[src/hw/rtl/ppc_pkg.sv]
// Shared types, constants and lookup functions for the pixel priority compositor.
// No dependencies; every other file refers to this package by scoped names.
`timescale 1ns / 1ps

package ppc_pkg;

    localparam int VIEW_WIDTH  = 256;
    localparam int VIEW_HEIGHT = 240;
    localparam int STORE_COLS  = 2 * VIEW_WIDTH;
    localparam int STORE_ROWS  = 2 * VIEW_HEIGHT;
    localparam int STORE_DEPTH = STORE_COLS * STORE_ROWS;
    localparam int ADDR_W      = $clog2(STORE_DEPTH);

    localparam int X_W     = 9;
    localparam int Y_W     = 9;
    localparam int COLOR_W = 6;
    localparam int PRIO_W  = 6;
    localparam int CHAN_W  = 8;
    localparam int SCR_W   = 8;
    localparam int WIN_W   = 11;

    localparam int XSCR_W  = 9;
    localparam int YSCR_W  = 8;
    localparam int MASK_W  = 8;
    localparam int CFG_IDX_W  = 2;
    localparam int CFG_DATA_W = 9;

    localparam logic [CFG_IDX_W-1:0] CFG_X_SCROLL     = 2'd0;
    localparam logic [CFG_IDX_W-1:0] CFG_Y_SCROLL     = 2'd1;
    localparam logic [CFG_IDX_W-1:0] CFG_DISPLAY_MASK = 2'd2;

    localparam int MASK_GREY   = 0;
    localparam int MASK_RED    = 5;
    localparam int MASK_GREEN  = 6;
    localparam int MASK_BLUE   = 7;

    localparam logic FUNC_WRITE = 1'b0;
    localparam logic FUNC_READ  = 1'b1;

    localparam int QUEUE_DEPTH = 4;
    localparam int QPTR_W      = $clog2(QUEUE_DEPTH);
    localparam int QCNT_W      = $clog2(QUEUE_DEPTH + 1);

    typedef struct packed {
        logic              behind;
        logic              trans;
        logic [PRIO_W-1:0] prio;
        logic              sprite;
        logic [COLOR_W-1:0] color;
    } t_entry;

    localparam int ENTRY_W = $bits(t_entry);
    localparam t_entry RESET_ENTRY = '{behind: 1'b0, trans: 1'b0, prio: '0,
                                       sprite: 1'b0, color: 6'h0F};

    typedef struct packed {
        logic              func;
        logic              in_window;
        t_entry            ent;
        logic [ADDR_W-1:0] addr;
        logic [SCR_W-1:0]  scr_x;
        logic [SCR_W-1:0]  scr_y;
    } t_cmd;

    typedef struct packed {
        logic [CHAN_W-1:0] red;
        logic [CHAN_W-1:0] green;
        logic [CHAN_W-1:0] blue;
        logic [SCR_W-1:0]  scr_x;
        logic [SCR_W-1:0]  scr_y;
    } t_result;

    typedef struct packed {
        logic   empty;
        logic   full;
        t_cmd   head;
    } t_queue_stat;

    function automatic logic [3*CHAN_W-1:0] palette(input logic [COLOR_W-1:0] idx);
        logic [3*CHAN_W-1:0] rgb;
        unique case (idx)
            6'd0:  rgb = {8'd84,  8'd84,  8'd84};
            6'd1:  rgb = {8'd0,   8'd30,  8'd116};
            6'd2:  rgb = {8'd8,   8'd16,  8'd144};
            6'd3:  rgb = {8'd48,  8'd0,   8'd136};
            6'd4:  rgb = {8'd68,  8'd0,   8'd100};
            6'd5:  rgb = {8'd92,  8'd0,   8'd48};
            6'd6:  rgb = {8'd84,  8'd4,   8'd0};
            6'd7:  rgb = {8'd60,  8'd24,  8'd0};
            6'd8:  rgb = {8'd32,  8'd42,  8'd0};
            6'd9:  rgb = {8'd8,   8'd58,  8'd0};
            6'd10: rgb = {8'd0,   8'd64,  8'd0};
            6'd11: rgb = {8'd0,   8'd60,  8'd0};
            6'd12: rgb = {8'd0,   8'd50,  8'd60};
            6'd16: rgb = {8'd152, 8'd150, 8'd152};
            6'd17: rgb = {8'd8,   8'd76,  8'd196};
            6'd18: rgb = {8'd48,  8'd50,  8'd236};
            6'd19: rgb = {8'd92,  8'd30,  8'd228};
            6'd20: rgb = {8'd136, 8'd20,  8'd176};
            6'd21: rgb = {8'd160, 8'd20,  8'd100};
            6'd22: rgb = {8'd152, 8'd34,  8'd32};
            6'd23: rgb = {8'd120, 8'd60,  8'd0};
            6'd24: rgb = {8'd84,  8'd90,  8'd0};
            6'd25: rgb = {8'd40,  8'd114, 8'd0};
            6'd26: rgb = {8'd8,   8'd124, 8'd0};
            6'd27: rgb = {8'd0,   8'd118, 8'd40};
            6'd28: rgb = {8'd0,   8'd102, 8'd120};
            6'd32: rgb = {8'd236, 8'd238, 8'd236};
            6'd33: rgb = {8'd76,  8'd154, 8'd236};
            6'd34: rgb = {8'd120, 8'd124, 8'd236};
            6'd35: rgb = {8'd176, 8'd98,  8'd236};
            6'd36: rgb = {8'd228, 8'd84,  8'd236};
            6'd37: rgb = {8'd236, 8'd88,  8'd180};
            6'd38: rgb = {8'd236, 8'd106, 8'd100};
            6'd39: rgb = {8'd212, 8'd136, 8'd32};
            6'd40: rgb = {8'd160, 8'd170, 8'd0};
            6'd41: rgb = {8'd116, 8'd196, 8'd0};
            6'd42: rgb = {8'd76,  8'd208, 8'd32};
            6'd43: rgb = {8'd56,  8'd204, 8'd108};
            6'd44: rgb = {8'd56,  8'd180, 8'd204};
            6'd45: rgb = {8'd60,  8'd60,  8'd60};
            6'd48: rgb = {8'd236, 8'd238, 8'd236};
            6'd49: rgb = {8'd168, 8'd204, 8'd236};
            6'd50: rgb = {8'd188, 8'd188, 8'd236};
            6'd51: rgb = {8'd212, 8'd178, 8'd236};
            6'd52: rgb = {8'd236, 8'd174, 8'd236};
            6'd53: rgb = {8'd236, 8'd174, 8'd212};
            6'd54: rgb = {8'd236, 8'd180, 8'd176};
            6'd55: rgb = {8'd228, 8'd196, 8'd144};
            6'd56: rgb = {8'd204, 8'd210, 8'd120};
            6'd57: rgb = {8'd180, 8'd222, 8'd120};
            6'd58: rgb = {8'd168, 8'd226, 8'd144};
            6'd59: rgb = {8'd152, 8'd226, 8'd180};
            6'd60: rgb = {8'd160, 8'd214, 8'd228};
            6'd61: rgb = {8'd160, 8'd162, 8'd160};
            default: rgb = '0;
        endcase
        return rgb;
    endfunction

    // min(255, c * 5 / 4)
    function automatic logic [CHAN_W-1:0] boost(input logic [CHAN_W-1:0] c);
        logic [CHAN_W+2:0] v;
        v = ({3'b0, c} + {1'b0, c, 2'b00}) >> 2;
        return (v > (CHAN_W+3)'(255)) ? 8'd255 : v[CHAN_W-1:0];
    endfunction

    // c * 3 / 4, truncated
    function automatic logic [CHAN_W-1:0] dim(input logic [CHAN_W-1:0] c);
        logic [CHAN_W+1:0] v;
        v = ({2'b0, c} + {1'b0, c, 1'b0}) >> 2;
        return v[CHAN_W-1:0];
    endfunction

endpackage

[src/hw/rtl/ppc_front.sv]
// Front part: takes input transfers, drops positions outside the store, and
// classifies each item into a queue command. Depends on ppc_pkg.
`timescale 1ns / 1ps

module ppc_front (
    input  logic                          i_valid,
    output logic                          o_stall,
    input  logic                          i_func,
    input  logic [ppc_pkg::X_W-1:0]       i_x_pos,
    input  logic [ppc_pkg::Y_W-1:0]       i_y_pos,
    input  logic [ppc_pkg::COLOR_W-1:0]   i_color,
    input  logic                          i_is_sprite,
    input  logic [ppc_pkg::PRIO_W-1:0]    i_priority_req,
    input  logic                          i_transparent,
    input  logic                          i_behind_background,
    input  logic [ppc_pkg::XSCR_W-1:0]    i_x_scroll,
    input  logic [ppc_pkg::YSCR_W-1:0]    i_y_scroll,
    input  logic                          i_q_full,
    input  logic                          i_clearing,
    output logic                          o_push,
    output ppc_pkg::t_cmd                 o_cmd
);

    logic [ppc_pkg::WIN_W-1:0] x_w;
    logic [ppc_pkg::WIN_W-1:0] y_w;
    logic [ppc_pkg::WIN_W-1:0] xs_w;
    logic [ppc_pkg::WIN_W-1:0] ys_w;
    logic                      in_store;
    logic                      in_window;

    assign x_w  = ppc_pkg::WIN_W'(i_x_pos);
    assign y_w  = ppc_pkg::WIN_W'(i_y_pos);
    assign xs_w = ppc_pkg::WIN_W'(i_x_scroll);
    assign ys_w = ppc_pkg::WIN_W'(i_y_scroll);

    assign in_store = (x_w < ppc_pkg::WIN_W'(ppc_pkg::STORE_COLS)) &&
                      (y_w < ppc_pkg::WIN_W'(ppc_pkg::STORE_ROWS));

    assign in_window = (y_w >= ys_w) && (y_w < ys_w + ppc_pkg::WIN_W'(ppc_pkg::VIEW_HEIGHT)) &&
                       (x_w >= xs_w) && (x_w < xs_w + ppc_pkg::WIN_W'(ppc_pkg::VIEW_WIDTH));

    assign o_stall = i_q_full || i_clearing;
    assign o_push  = i_valid && !o_stall && in_store;

    always_comb begin
        o_cmd.func       = i_func;
        o_cmd.in_window  = in_window;
        o_cmd.ent.behind = i_behind_background;
        o_cmd.ent.trans  = i_transparent;
        o_cmd.ent.prio   = i_priority_req;
        o_cmd.ent.sprite = i_is_sprite;
        o_cmd.ent.color  = i_color;
        o_cmd.addr       = ppc_pkg::ADDR_W'(i_y_pos) * ppc_pkg::ADDR_W'(ppc_pkg::STORE_COLS)
                         + ppc_pkg::ADDR_W'(i_x_pos);
        o_cmd.scr_x      = ppc_pkg::SCR_W'(x_w - xs_w);
        o_cmd.scr_y      = ppc_pkg::SCR_W'(y_w - ys_w);
    end

endmodule

[config.mk]
export PLATFORM = sky130hd
export DESIGN_NAME = ppc_front
export DESIGN_NICKNAME = d
export VERILOG_FILES = /design/src/hw/rtl/ppc_pkg.sv /design/src/hw/rtl/ppc_front.sv
export SDC_FILE = /design/constraint.sdc
export NUM_CORES = 1
export LEC_CHECK = 0
export ABC_CLOCK_PERIOD_IN_PS = 2200
export BUFFER_PORTS_ARGS = -buffer_cell sky130_fd_sc_hd__buf_2
export CORE_AREA = 2 2 71 56
export DETAILED_ROUTE_END_ITERATION = 7
export DIE_AREA = 0 0 73 58
export PLACE_DENSITY_LB_ADDON = 0.15
export RECOVER_POWER = 25
export SETUP_SLACK_MARGIN = 0.5
export SYNTH_ARGS = -nofsm -noshare
export SYNTH_HDL_FRONTEND = slang
export SYNTH_SLANG_ARGS = --single-unit
[constraint.sdc]
create_clock -name vclk -period 2.2
set_clock_uncertainty 0.05 [all_clocks]
set_input_delay 0.33 -clock vclk [all_inputs]
set_output_delay 0.33 -clock vclk [all_outputs]
set_load 0.03 [all_outputs]
==> impl_metrics.yaml <==
final_layout:
  final_util_pct: 63.9
  clockBufferCount: 0
  drive_gt1_share_pct: 67.9
  regArea_um2: 0
  syn_to_final_growth_pct: 85.0
  n_antenna_cell: 0
  fin_cells: 279
  nets: 319
  nFlopsAndLatches: 0
  fillerInstances: 299
timing:
  rsz0062_at_grt: "yes"
  setup_viol: 4
  drv_slew: 0
  fmax_ghz: 0.420
  hold_viol: 0
  fin_crit_sh_pct: 108
  min_period_ns: 2.38
  max-slew-margin-rel_pct: 80.2
  timing.final.ws_setup_ns: -0.181
  tightest_slew_ns: 0.297
setup_path:
  path_cells: "buf_8, ha_4, nor2b_4, o31a_1, or2_4, a2111oi_4, nor3_2, xor2_2, buf_6"
  path_max_fanout: 4
  worst_path_max_delay_cell: "a2111oi_4"
  path_delay_family: "compound AO/OA/AOI/OAI gates"
  crit_path_end_kind: "output pin"
  critPathRequiredTime_ns: 1.82
  cp-start-kind: "input port"
  arrival_ns: 2.00
  cpPeakStageDelay_ns: 0.30
  cp_num_buf_inv: 2
  critical_path_class: "in2out"
grt:
  grt_max_degree: 6
  grt-ovfl-total: 0
  use_met3_pct: 0.174
  grt_util_all_layers_pct: 15.8
  grt_pass1_wl_um: 5550
  gr-usage-met1_pct: 21.4
  use_met2_pct: 28.4
  antenna_found_initial: 0
  top_usage_layer: "met2"
  grt_pass1_vias: 1298
floorplanning:
  core-area_um2: 3540
  initial_utilization_pct: 34.5
  fp.dieH_um: 58
  die_width_um: 73
  die-area_um2: 4230
  ioPinCount: 107
  num_rows: 19
drt:
  num_vias: 1329
  wl_per_cell_um: 12.4
  wl_um: 3470
  drt-initial-drc-count: 13
  detail-route-antenna-nets: 0
  drc: 0
  firstDrtPassIters: 3
  viasPerCell: 4.76
logic_synthesis:
  synth_area_leaders: "ha_1, buf_4, inv_1"
  syn_area_per_cell_um2: 7.42
  synth_area_leader_cell: "ha_1"
  ys_seq_area_share_pct: 0
  synth_top_area_share_pct: 24.5
  synth_nets: 245
  synth-warning-count: 0
  synth_area_um2: 1220
  synth_cells: 165
  ys_types: 30
hold_path:
  hp-start: "i_is_sprite"
  hp-class: "in2out"
  min_delay_path_depth: 0
  min_to: "o_cmd[40]"
power:
  peakVddDrop_v: 0.000228
  power_density_nw_per_um2: 379
  p_leak_uw: 0.00115
clock_tree:
  cts_hold_buf: 0
placed_design:
  dp_hpwl_um: 2800
  dp_cells: 272
  place_congestion: 0.770
  numPortBuffers: 75
status:
  status: "finished, violations left"
  violations: "negative setup slack"
flow_run:
  maxCapViolCount: 0
power by group:
group	total [µW]	switching, µW	internal (µW)	leakage [µW]
Sequential	0	0	0	0
Clock	0	0	0	0
Combinational	857	426	431	0.00115
Total	857	426	431	0.00115
stage by stage:
stage               total power (µW)  TNS [ns]  hold slack, ns  instance area [µm²]  setup WS (ns)
detailed placement               686    -0.999           0.610                 1870         -0.272
global placement                 676    -0.899           0.610                 1870         -0.248
CTS                              818    -0.542           0.610                 2140         -0.236
floorplan                        548   -0.0870           0.742                 1510        -0.0870
global route                     914    -0.775           0.610                 2260         -0.250
finish                           857    -0.384           0.610                 2260         -0.181
worst max path at each step:
| stage | start | endpoint | slack [ns] | depth (start not counted) |
|---|---|---|---|---|
| after global routing | i_y_scroll[6] | o_cmd[49] | -0.25 | 10 |
| after detailed placement | i_x_pos[0] | o_cmd[49] | -0.27 | 11 |
| after global placement | i_x_pos[0] | o_cmd[49] | -0.25 | 11 |
| after CTS | i_y_scroll[4] | o_cmd[49] | -0.24 | 10 |
| after floorplan | i_y_pos[1] | o_cmd[7] | -0.09 | 7 |
| final | i_y_pos[1] | o_cmd[7] | -0.18 | 9 |
Yosys cell counts (all sizes together):
cell type / number
o2111ai: 1
xnor2: 11
or2: 1
o311a: 1
a21o: 4
o21ai: 5
buf: 35
nand4: 1
inv: 28
o21a: 5
nor2b: 4
a41oi: 1
fa: 2
a211oi: 1
o21bai: 1
nand2: 4
ha: 24
nand3: 3
a2111oi: 1
a21oi: 10
nor2: 8
xor2: 2
a221oi: 1
o31a: 1
a211o: 1
and3: 3
a31oi: 1
a41o: 1
nor3: 4
placed cells by master, fill, tap and decap left out, types with 2 or more instances in the layout:
master,netlist,routed
o21ai_0,5,3
o21a_1,5,5
nor3_2,0,2
xnor2_2,0,8
buf_2,0,43
buf_4,35,23
nor2_1,8,6
buf_8,0,4
xnor2_4,0,2
nor2b_1,3,2
a21oi_4,0,2
inv_2,0,5
nand3_1,3,3
a21o_1,4,4
inv_1,28,18
ha_4,0,9
a21oi_2,0,6
fa_2,0,2
nand2_1,4,4
and3_1,3,2
buf_6,0,36
a21oi_1,10,2
ha_1,24,15
what timing repair did:
action	in CTS	in global routing
pin swaps	30	23
gates cloned	0	0
setup buffers	6	1
gates resized for setup	68	28
endpoints found under the setup margin	15	15
per-layer routing:
layer / up-vias / share of wire [%]
met1: 602 / 41
li1: 664 / -
met3: 14 / 4.5
met4: 0 / 1.8
met2: 49 / 53
met5: - / 0
area by class of cell:
type	instances	area, µm²	area share, %
timing repair buffer	107	873	38.6
tap	42	52.6	2.32
inverter	28	138	6.08
multi-input combinational	102	1200	53.0
logic make-up (layout without fill, tap and decap cells):
group                    count (synthesis)  in the layout  share of synthesized area, %
XOR/XNOR                                13             13                          9.30
AO/OA/AOI/OAI                           35             35                          20.9
AND/OR/NAND/NOR                         28             28                          12.0
buffers and inverters                   63            135                          30.1
adder cells (fa/ha/maj)                 26             26                          27.8
No activity file was read; power rests on OpenSTA's default activity.
