`src/hw/rtl/ppc_pkg.sv`:
```
// Shared types, constants and lookup functions for the pixel priority compositor.
// No dependencies; every other file refers to this package by scoped names.
`timescale 1ns / 1ps

package ppc_pkg;

    localparam int VIEW_WIDTH  = 256;
    localparam int VIEW_HEIGHT = 240;
    localparam int STORE_COLS  = 2 * VIEW_WIDTH;
    localparam int STORE_ROWS  = 2 * VIEW_HEIGHT;
    localparam int STORE_DEPTH = STORE_COLS * STORE_ROWS;
    localparam int ADDR_W      = $clog2(STORE_DEPTH);

    localparam int X_W     = 9;
    localparam int Y_W     = 9;
    localparam int COLOR_W = 6;
    localparam int PRIO_W  = 6;
    localparam int CHAN_W  = 8;
    localparam int SCR_W   = 8;
    localparam int WIN_W   = 11;

    localparam int XSCR_W  = 9;
    localparam int YSCR_W  = 8;
    localparam int MASK_W  = 8;
    localparam int CFG_IDX_W  = 2;
    localparam int CFG_DATA_W = 9;

    localparam logic [CFG_IDX_W-1:0] CFG_X_SCROLL     = 2'd0;
    localparam logic [CFG_IDX_W-1:0] CFG_Y_SCROLL     = 2'd1;
    localparam logic [CFG_IDX_W-1:0] CFG_DISPLAY_MASK = 2'd2;

    localparam int MASK_GREY   = 0;
    localparam int MASK_RED    = 5;
    localparam int MASK_GREEN  = 6;
    localparam int MASK_BLUE   = 7;

    localparam logic FUNC_WRITE = 1'b0;
    localparam logic FUNC_READ  = 1'b1;

    localparam int QUEUE_DEPTH = 4;
    localparam int QPTR_W      = $clog2(QUEUE_DEPTH);
    localparam int QCNT_W      = $clog2(QUEUE_DEPTH + 1);

    typedef struct packed {
        logic              behind;
        logic              trans;
        logic [PRIO_W-1:0] prio;
        logic              sprite;
        logic [COLOR_W-1:0] color;
    } t_entry;

    localparam int ENTRY_W = $bits(t_entry);
    localparam t_entry RESET_ENTRY = '{behind: 1'b0, trans: 1'b0, prio: '0,
                                       sprite: 1'b0, color: 6'h0F};

    typedef struct packed {
        logic              func;
        logic              in_window;
        t_entry            ent;
        logic [ADDR_W-1:0] addr;
        logic [SCR_W-1:0]  scr_x;
        logic [SCR_W-1:0]  scr_y;
    } t_cmd;

    typedef struct packed {
        logic [CHAN_W-1:0] red;
        logic [CHAN_W-1:0] green;
        logic [CHAN_W-1:0] blue;
        logic [SCR_W-1:0]  scr_x;
        logic [SCR_W-1:0]  scr_y;
    } t_result;

    typedef struct packed {
        logic   empty;
        logic   full;
        t_cmd   head;
    } t_queue_stat;

    function automatic logic [3*CHAN_W-1:0] palette(input logic [COLOR_W-1:0] idx);
        logic [3*CHAN_W-1:0] rgb;
        unique case (idx)
            6'd0:  rgb = {8'd84,  8'd84,  8'd84};
            6'd1:  rgb = {8'd0,   8'd30,  8'd116};
            6'd2:  rgb = {8'd8,   8'd16,  8'd144};
            6'd3:  rgb = {8'd48,  8'd0,   8'd136};
            6'd4:  rgb = {8'd68,  8'd0,   8'd100};
            6'd5:  rgb = {8'd92,  8'd0,   8'd48};
            6'd6:  rgb = {8'd84,  8'd4,   8'd0};
            6'd7:  rgb = {8'd60,  8'd24,  8'd0};
            6'd8:  rgb = {8'd32,  8'd42,  8'd0};
            6'd9:  rgb = {8'd8,   8'd58,  8'd0};
            6'd10: rgb = {8'd0,   8'd64,  8'd0};
            6'd11: rgb = {8'd0,   8'd60,  8'd0};
            6'd12: rgb = {8'd0,   8'd50,  8'd60};
            6'd16: rgb = {8'd152, 8'd150, 8'd152};
            6'd17: rgb = {8'd8,   8'd76,  8'd196};
            6'd18: rgb = {8'd48,  8'd50,  8'd236};
            6'd19: rgb = {8'd92,  8'd30,  8'd228};
            6'd20: rgb = {8'd136, 8'd20,  8'd176};
            6'd21: rgb = {8'd160, 8'd20,  8'd100};
            6'd22: rgb = {8'd152, 8'd34,  8'd32};
            6'd23: rgb = {8'd120, 8'd60,  8'd0};
            6'd24: rgb = {8'd84,  8'd90,  8'd0};
            6'd25: rgb = {8'd40,  8'd114, 8'd0};
            6'd26: rgb = {8'd8,   8'd124, 8'd0};
            6'd27: rgb = {8'd0,   8'd118, 8'd40};
            6'd28: rgb = {8'd0,   8'd102, 8'd120};
            6'd32: rgb = {8'd236, 8'd238, 8'd236};
            6'd33: rgb = {8'd76,  8'd154, 8'd236};
            6'd34: rgb = {8'd120, 8'd124, 8'd236};
            6'd35: rgb = {8'd176, 8'd98,  8'd236};
            6'd36: rgb = {8'd228, 8'd84,  8'd236};
            6'd37: rgb = {8'd236, 8'd88,  8'd180};
            6'd38: rgb = {8'd236, 8'd106, 8'd100};
            6'd39: rgb = {8'd212, 8'd136, 8'd32};
            6'd40: rgb = {8'd160, 8'd170, 8'd0};
            6'd41: rgb = {8'd116, 8'd196, 8'd0};
            6'd42: rgb = {8'd76,  8'd208, 8'd32};
            6'd43: rgb = {8'd56,  8'd204, 8'd108};
            6'd44: rgb = {8'd56,  8'd180, 8'd204};
            6'd45: rgb = {8'd60,  8'd60,  8'd60};
            6'd48: rgb = {8'd236, 8'd238, 8'd236};
            6'd49: rgb = {8'd168, 8'd204, 8'd236};
            6'd50: rgb = {8'd188, 8'd188, 8'd236};
            6'd51: rgb = {8'd212, 8'd178, 8'd236};
            6'd52: rgb = {8'd236, 8'd174, 8'd236};
            6'd53: rgb = {8'd236, 8'd174, 8'd212};
            6'd54: rgb = {8'd236, 8'd180, 8'd176};
            6'd55: rgb = {8'd228, 8'd196, 8'd144};
            6'd56: rgb = {8'd204, 8'd210, 8'd120};
            6'd57: rgb = {8'd180, 8'd222, 8'd120};
            6'd58: rgb = {8'd168, 8'd226, 8'd144};
            6'd59: rgb = {8'd152, 8'd226, 8'd180};
            6'd60: rgb = {8'd160, 8'd214, 8'd228};
            6'd61: rgb = {8'd160, 8'd162, 8'd160};
            default: rgb = '0;
        endcase
        return rgb;
    endfunction

    // min(255, c * 5 / 4)
    function automatic logic [CHAN_W-1:0] boost(input logic [CHAN_W-1:0] c);
        logic [CHAN_W+2:0] v;
        v = ({3'b0, c} + {1'b0, c, 2'b00}) >> 2;
        return (v > (CHAN_W+3)'(255)) ? 8'd255 : v[CHAN_W-1:0];
    endfunction

    // c * 3 / 4, truncated
    function automatic logic [CHAN_W-1:0] dim(input logic [CHAN_W-1:0] c);
        logic [CHAN_W+1:0] v;
        v = ({2'b0, c} + {1'b0, c, 1'b0}) >> 2;
        return v[CHAN_W-1:0];
    endfunction

endpackage

```
`src/hw/rtl/ppc_queue.sv`:
```
// Short command queue between the front and back parts.
// Depends on ppc_pkg.
`timescale 1ns / 1ps

module ppc_queue (
    input  logic                  i_clk,
    input  logic                  i_rst_n,
    input  logic                  i_push,
    input  ppc_pkg::t_cmd         i_cmd,
    input  logic                  i_pop,
    output ppc_pkg::t_queue_stat  o_stat
);

    ppc_pkg::t_cmd                r_slot [0:ppc_pkg::QUEUE_DEPTH-1];
    logic [ppc_pkg::QPTR_W-1:0]   r_wptr, n_wptr;
    logic [ppc_pkg::QPTR_W-1:0]   r_rptr, n_rptr;
    logic [ppc_pkg::QCNT_W-1:0]   r_cnt,  n_cnt;

    always_comb begin
        n_wptr = r_wptr;
        n_rptr = r_rptr;
        n_cnt  = r_cnt;
        if (i_push) begin
            n_wptr = (r_wptr == ppc_pkg::QPTR_W'(ppc_pkg::QUEUE_DEPTH - 1)) ? '0 : r_wptr + 1'b1;
        end
        if (i_pop) begin
            n_rptr = (r_rptr == ppc_pkg::QPTR_W'(ppc_pkg::QUEUE_DEPTH - 1)) ? '0 : r_rptr + 1'b1;
        end
        if (i_push && !i_pop) begin
            n_cnt = r_cnt + 1'b1;
        end else if (i_pop && !i_push) begin
            n_cnt = r_cnt - 1'b1;
        end
    end

    always_ff @(posedge i_clk) begin
        if (!i_rst_n) begin
            r_wptr <= '0;
            r_rptr <= '0;
            r_cnt  <= '0;
        end else begin
            r_wptr <= n_wptr;
            r_rptr <= n_rptr;
            r_cnt  <= n_cnt;
        end
    end

    always_ff @(posedge i_clk) begin
        if (i_push) begin
            r_slot[r_wptr] <= i_cmd;
        end
    end

    assign o_stat.empty = (r_cnt == '0);
    assign o_stat.full  = (r_cnt == ppc_pkg::QCNT_W'(ppc_pkg::QUEUE_DEPTH));
    assign o_stat.head  = r_slot[r_rptr];

endmodule

```
`config.mk`:
```
export PLATFORM = sky130hd
export DESIGN_NAME = ppc_queue
export DESIGN_NICKNAME = d
export VERILOG_FILES = /design/src/hw/rtl/ppc_pkg.sv /design/src/hw/rtl/ppc_queue.sv
export SDC_FILE = /design/constraint.sdc
export NUM_CORES = 1
export LEC_CHECK = 0
export BUFFER_PORTS_ARGS = -buffer_cell sky130_fd_sc_hd__buf_4
export CORE_UTILIZATION = 30
export CTS_BUF_LIST = sky130_fd_sc_hd__clkbuf_8
export CTS_CLUSTER_SIZE = 10
export DETAILED_ROUTE_END_ITERATION = 8
export GPL_TIMING_DRIVEN = 0
export SLEW_MARGIN = 20
export SYNTH_ARGS = -nofsm -noshare
export SYNTH_HDL_FRONTEND = slang
export SYNTH_SLANG_ARGS = --single-unit
```
`constraint.sdc`:
```
create_clock -name i_clk -period 3.9 [get_ports i_clk]
set_clock_uncertainty 0.2 [all_clocks]
set_input_delay 0.195 -clock i_clk [delete_from_list [all_inputs] [get_ports i_clk]]
set_output_delay 0.195 -clock i_clk [all_outputs]
set_load 0.005 [all_outputs]
```
==> results.sh <==
export IMPL_status="finished, final reports clean"
export IMPL_grt_first_pass_wirelength_mm=23.12
export IMPL_wl_mm=15.31
export IMPL_path_cells="buf_1 -> buf_2 -> mux4_2 -> buf_4"
export IMPL_setup_violations=0
export IMPL_cts_clk_slew_worst_paths_ns=0.06
export IMPL_fin_crit_sh_pct=61.83
export IMPL_core_area_um2=25470
export IMPL_firstDrtPassIters=4
export IMPL_pre_cts_slack_ns=1.928
export IMPL_setup_ws_ns=1.488
export IMPL_synthCells=311
export IMPL_dpl_hpwl_mm=9.397
export IMPL_cts_hold_buf=55
export IMPL_drive_gt1_share_pct=40.77
export IMPL_rsz0062_at_grt="false"
export IMPL_drcViolationCount=0
export IMPL_p_leak_nw=3.600
export IMPL_tightestPinTransition_ns=0.4628
export IMPL_grt_pass1_vias=4283
export IMPL_initial_core_util_pct=30.92
export IMPL_slowest_stage="buf_2"
export IMPL_row_count=58
export IMPL_worstReg2RegStart="r_wptr[0]"
export IMPL_r2r_slack_ns=2.05
export IMPL_min_path_type="in -> reg"
export IMPL_critical_path_top_delay_family="buffers and inverters"
export IMPL_die_h_um=164.0
export IMPL_clockPowerShare_pct=35.7
export IMPL_reg2reg_depth=3
export IMPL_worstPathRequired_ns=3.50
export IMPL_crit_path_max_incr_delay_ns=0.37
export IMPL_cts_buffers=37
export IMPL_io_pins=108
export IMPL_grt_use_total_pct=11.59
export IMPL_syn_nets=373
export IMPL_fmax_mhz=414.7
export IMPL_final_cell_area_um2=10380
export IMPL_overflow=0
export IMPL_syn_area_per_cell_um2=25.33
export IMPL_pwr_share_comb_pct=10.8
export IMPL_antennaDiodeCount=0
export IMPL_r2r_end="r_slot[3][13]"
export IMPL_via_per_inst=4.396
export IMPL_first_iter_violations=190
export IMPL_ir_drop_mv=0.2388
export IMPL_nets=578
export IMPL_maxCapViolations=0
export IMPL_dp_cells=752
export IMPL_post_cts_buffers=0
export IMPL_grt_max_degree=30
export IMPL_final_cell_mix="edfxtp_1 (204), buf_4 (107), dlygate4sd3_1 (55), mux4_2 (50), clkbuf_8 (39)"
export IMPL_yosysSeqAreaShare_pct=80.06
export IMPL_synth_area_top_cells="edfxtp_1 (78%), mux4_2 (14%), dfxtp_1 (2.3%)"
export IMPL_worstSkewPairLatency_ns=0.50
export IMPL_area_growth_pct=31.79
export IMPL_stdcell_count=872
export IMPL_cts_tree="yes"
export IMPL_power_density_nw_per_um2=476.6
export IMPL_switching_power_mw=1.098
export IMPL_placed_cell_area_um2=9183
export IMPL_p_int_mw=3.849
export IMPL_die_x_um=164.0
export IMPL_vias=3833
export IMPL_cp_arrival_ns=2.02
export IMPL_final_common_cell="edfxtp_1"
export IMPL_period_needed_ns=2.412
export IMPL_drv_slew=0
export IMPL_path_class="reg -> out"
export IMPL_cts_sinks=213
export IMPL_root_buffer="clkbuf_8"
export IMPL_synth_top_area_cell="edfxtp_1"
export IMPL_switching_share_pct=22.19
export IMPL_syn_area_um2=7876
export IMPL_htree_levels=2
export IMPL_post_drt_wl_per_cell_um=17.56
export IMPL_fin_setup_tns_ns=0
export IMPL_antenna_found_initial=0
export IMPL_place_congestion=0.6954
export IMPL_synth_top_area_share_pct=77.78
export IMPL_path_max_fanout=10
export IMPL_synth_seq_cells=213
export IMPL_synth_cell_type_count=23
export IMPL_cts_resized=0
export IMPL_cts_max_path_buffers=3
export IMPL_endpoint="o_stat[38]"
export IMPL_final_antenna_net_count=0
export IMPL_cp_depth=4
export IMPL_cp_buffers_inverters=3
export IMPL_yosysWarnings=0
export IMPL_sequentialPowerShare_pct=53.5
export IMPL_io_buffers=107
export IMPL_critPathLaunchType="flip-flop"
export IMPL_hold_viol=0
export IMPL_relSlewSlack_pct=69.15
export IMPL_worst_setup_path_end_kind="primary output"
export IMPL_fp_dieArea_um2=26910
synthesized netlist by cell type:
cell	number
edfxtp_1	204
mux4_2	50
dfxtp_1	9
ha_1	6
and2_1	5
buf_12	5
buf_2	5
nor2b_1	5
inv_1	4
mux2i_1	4
nor3_1	2
a21boi_0	1
buf_1	1
buf_6	1
fa_1	1
mux4_1	1
nor2_1	1
nor3b_1	1
o21a_1	1
o21ai_0	1
or3_1	1
xnor2_1	1
xor2_1	1
layer usage:
layer	track usage, %	share of wire, %
met1	14.02	43
met2	19.76	50
met3	3.157	5.2
met4	4.251	2.3
met5	0	0
logic make-up after synthesis:
kind of cell / share of synthesized area, %
flip-flops: 80.06
multiplexers: 15.14
buffers and inverters: 1.970
AND/OR/NAND/NOR: 1.144
adder cells (fa/ha/maj): 1.207
AO/OA/AOI/OAI: 0.2542
XOR/XNOR: 0.2224
worst register-to-register path: cells and delay by family, from the launching register on:
kind,cells,cell delay (ns)
flops,1,0.40
buf+inv,1,0.27
simple gates,1,0.45
fa+ha+maj,1,0.21
power by group through the flow:
stage / registers (mW) / logic [mW] / clock network, mW
2_1_floorplan: 2.69 / 0.239 / 0
3_3_place_gp: 2.70 / 0.478 / 0
3_5_place_dp: 2.70 / 0.504 / 0
4_1_cts: 2.65 / 0.552 / 1.84
5_1_grt: 2.66 / 0.582 / 1.93
6_report: 2.65 / 0.533 / 1.77
state kept, by name (all words and copies together), names as in the netlist, named ones only:
| signal | count |
|---|---|
| r_wptr | 2 |
| r_slot | 204 |
| r_rptr | 2 |
| r_cnt | 3 |
per-stage QoR:
stage	total power, mW	utilization, %	hold slack, ns
floorplan	2.930	-	0.09387
global placement	3.175	35.70	0.1930
detailed placement	3.200	36.05	0.1996
CTS	5.040	40.75	0.1798
global route	5.171	40.75	0.1994
finish	4.947	40.75	0.2286
worst min-delay path by stage:
stage / end / from / cells after the start
3_5_place_dp: r_slot[2][4] / i_cmd[4] / 1
6_report: r_slot[1][44] / i_cmd[44] / 2
3_3_place_gp: r_slot[1][4] / i_cmd[4] / 1
5_1_grt: r_slot[3][5] / i_cmd[5] / 2
4_1_cts: r_slot[2][21] / i_cmd[21] / 2
2_1_floorplan: r_slot[0][0] / i_cmd[0] / 0
area by class of cell:
| type | count | area, µm² |
|---|---|---|
| fillers | 2289 | 15090 |
| flip-flops and latches | 213 | 6306 |
| repair buffers | 166 | 1434 |
| multi-input cells | 82 | 1425 |
| clock buffers | 39 | 536.8 |
| well taps | 330 | 412.9 |
| plain buffers | 12 | 140.1 |
| clock inverters | 26 | 110.1 |
| inverters | 4 | 15.01 |
No activity file was read; power rests on OpenSTA's default activity.
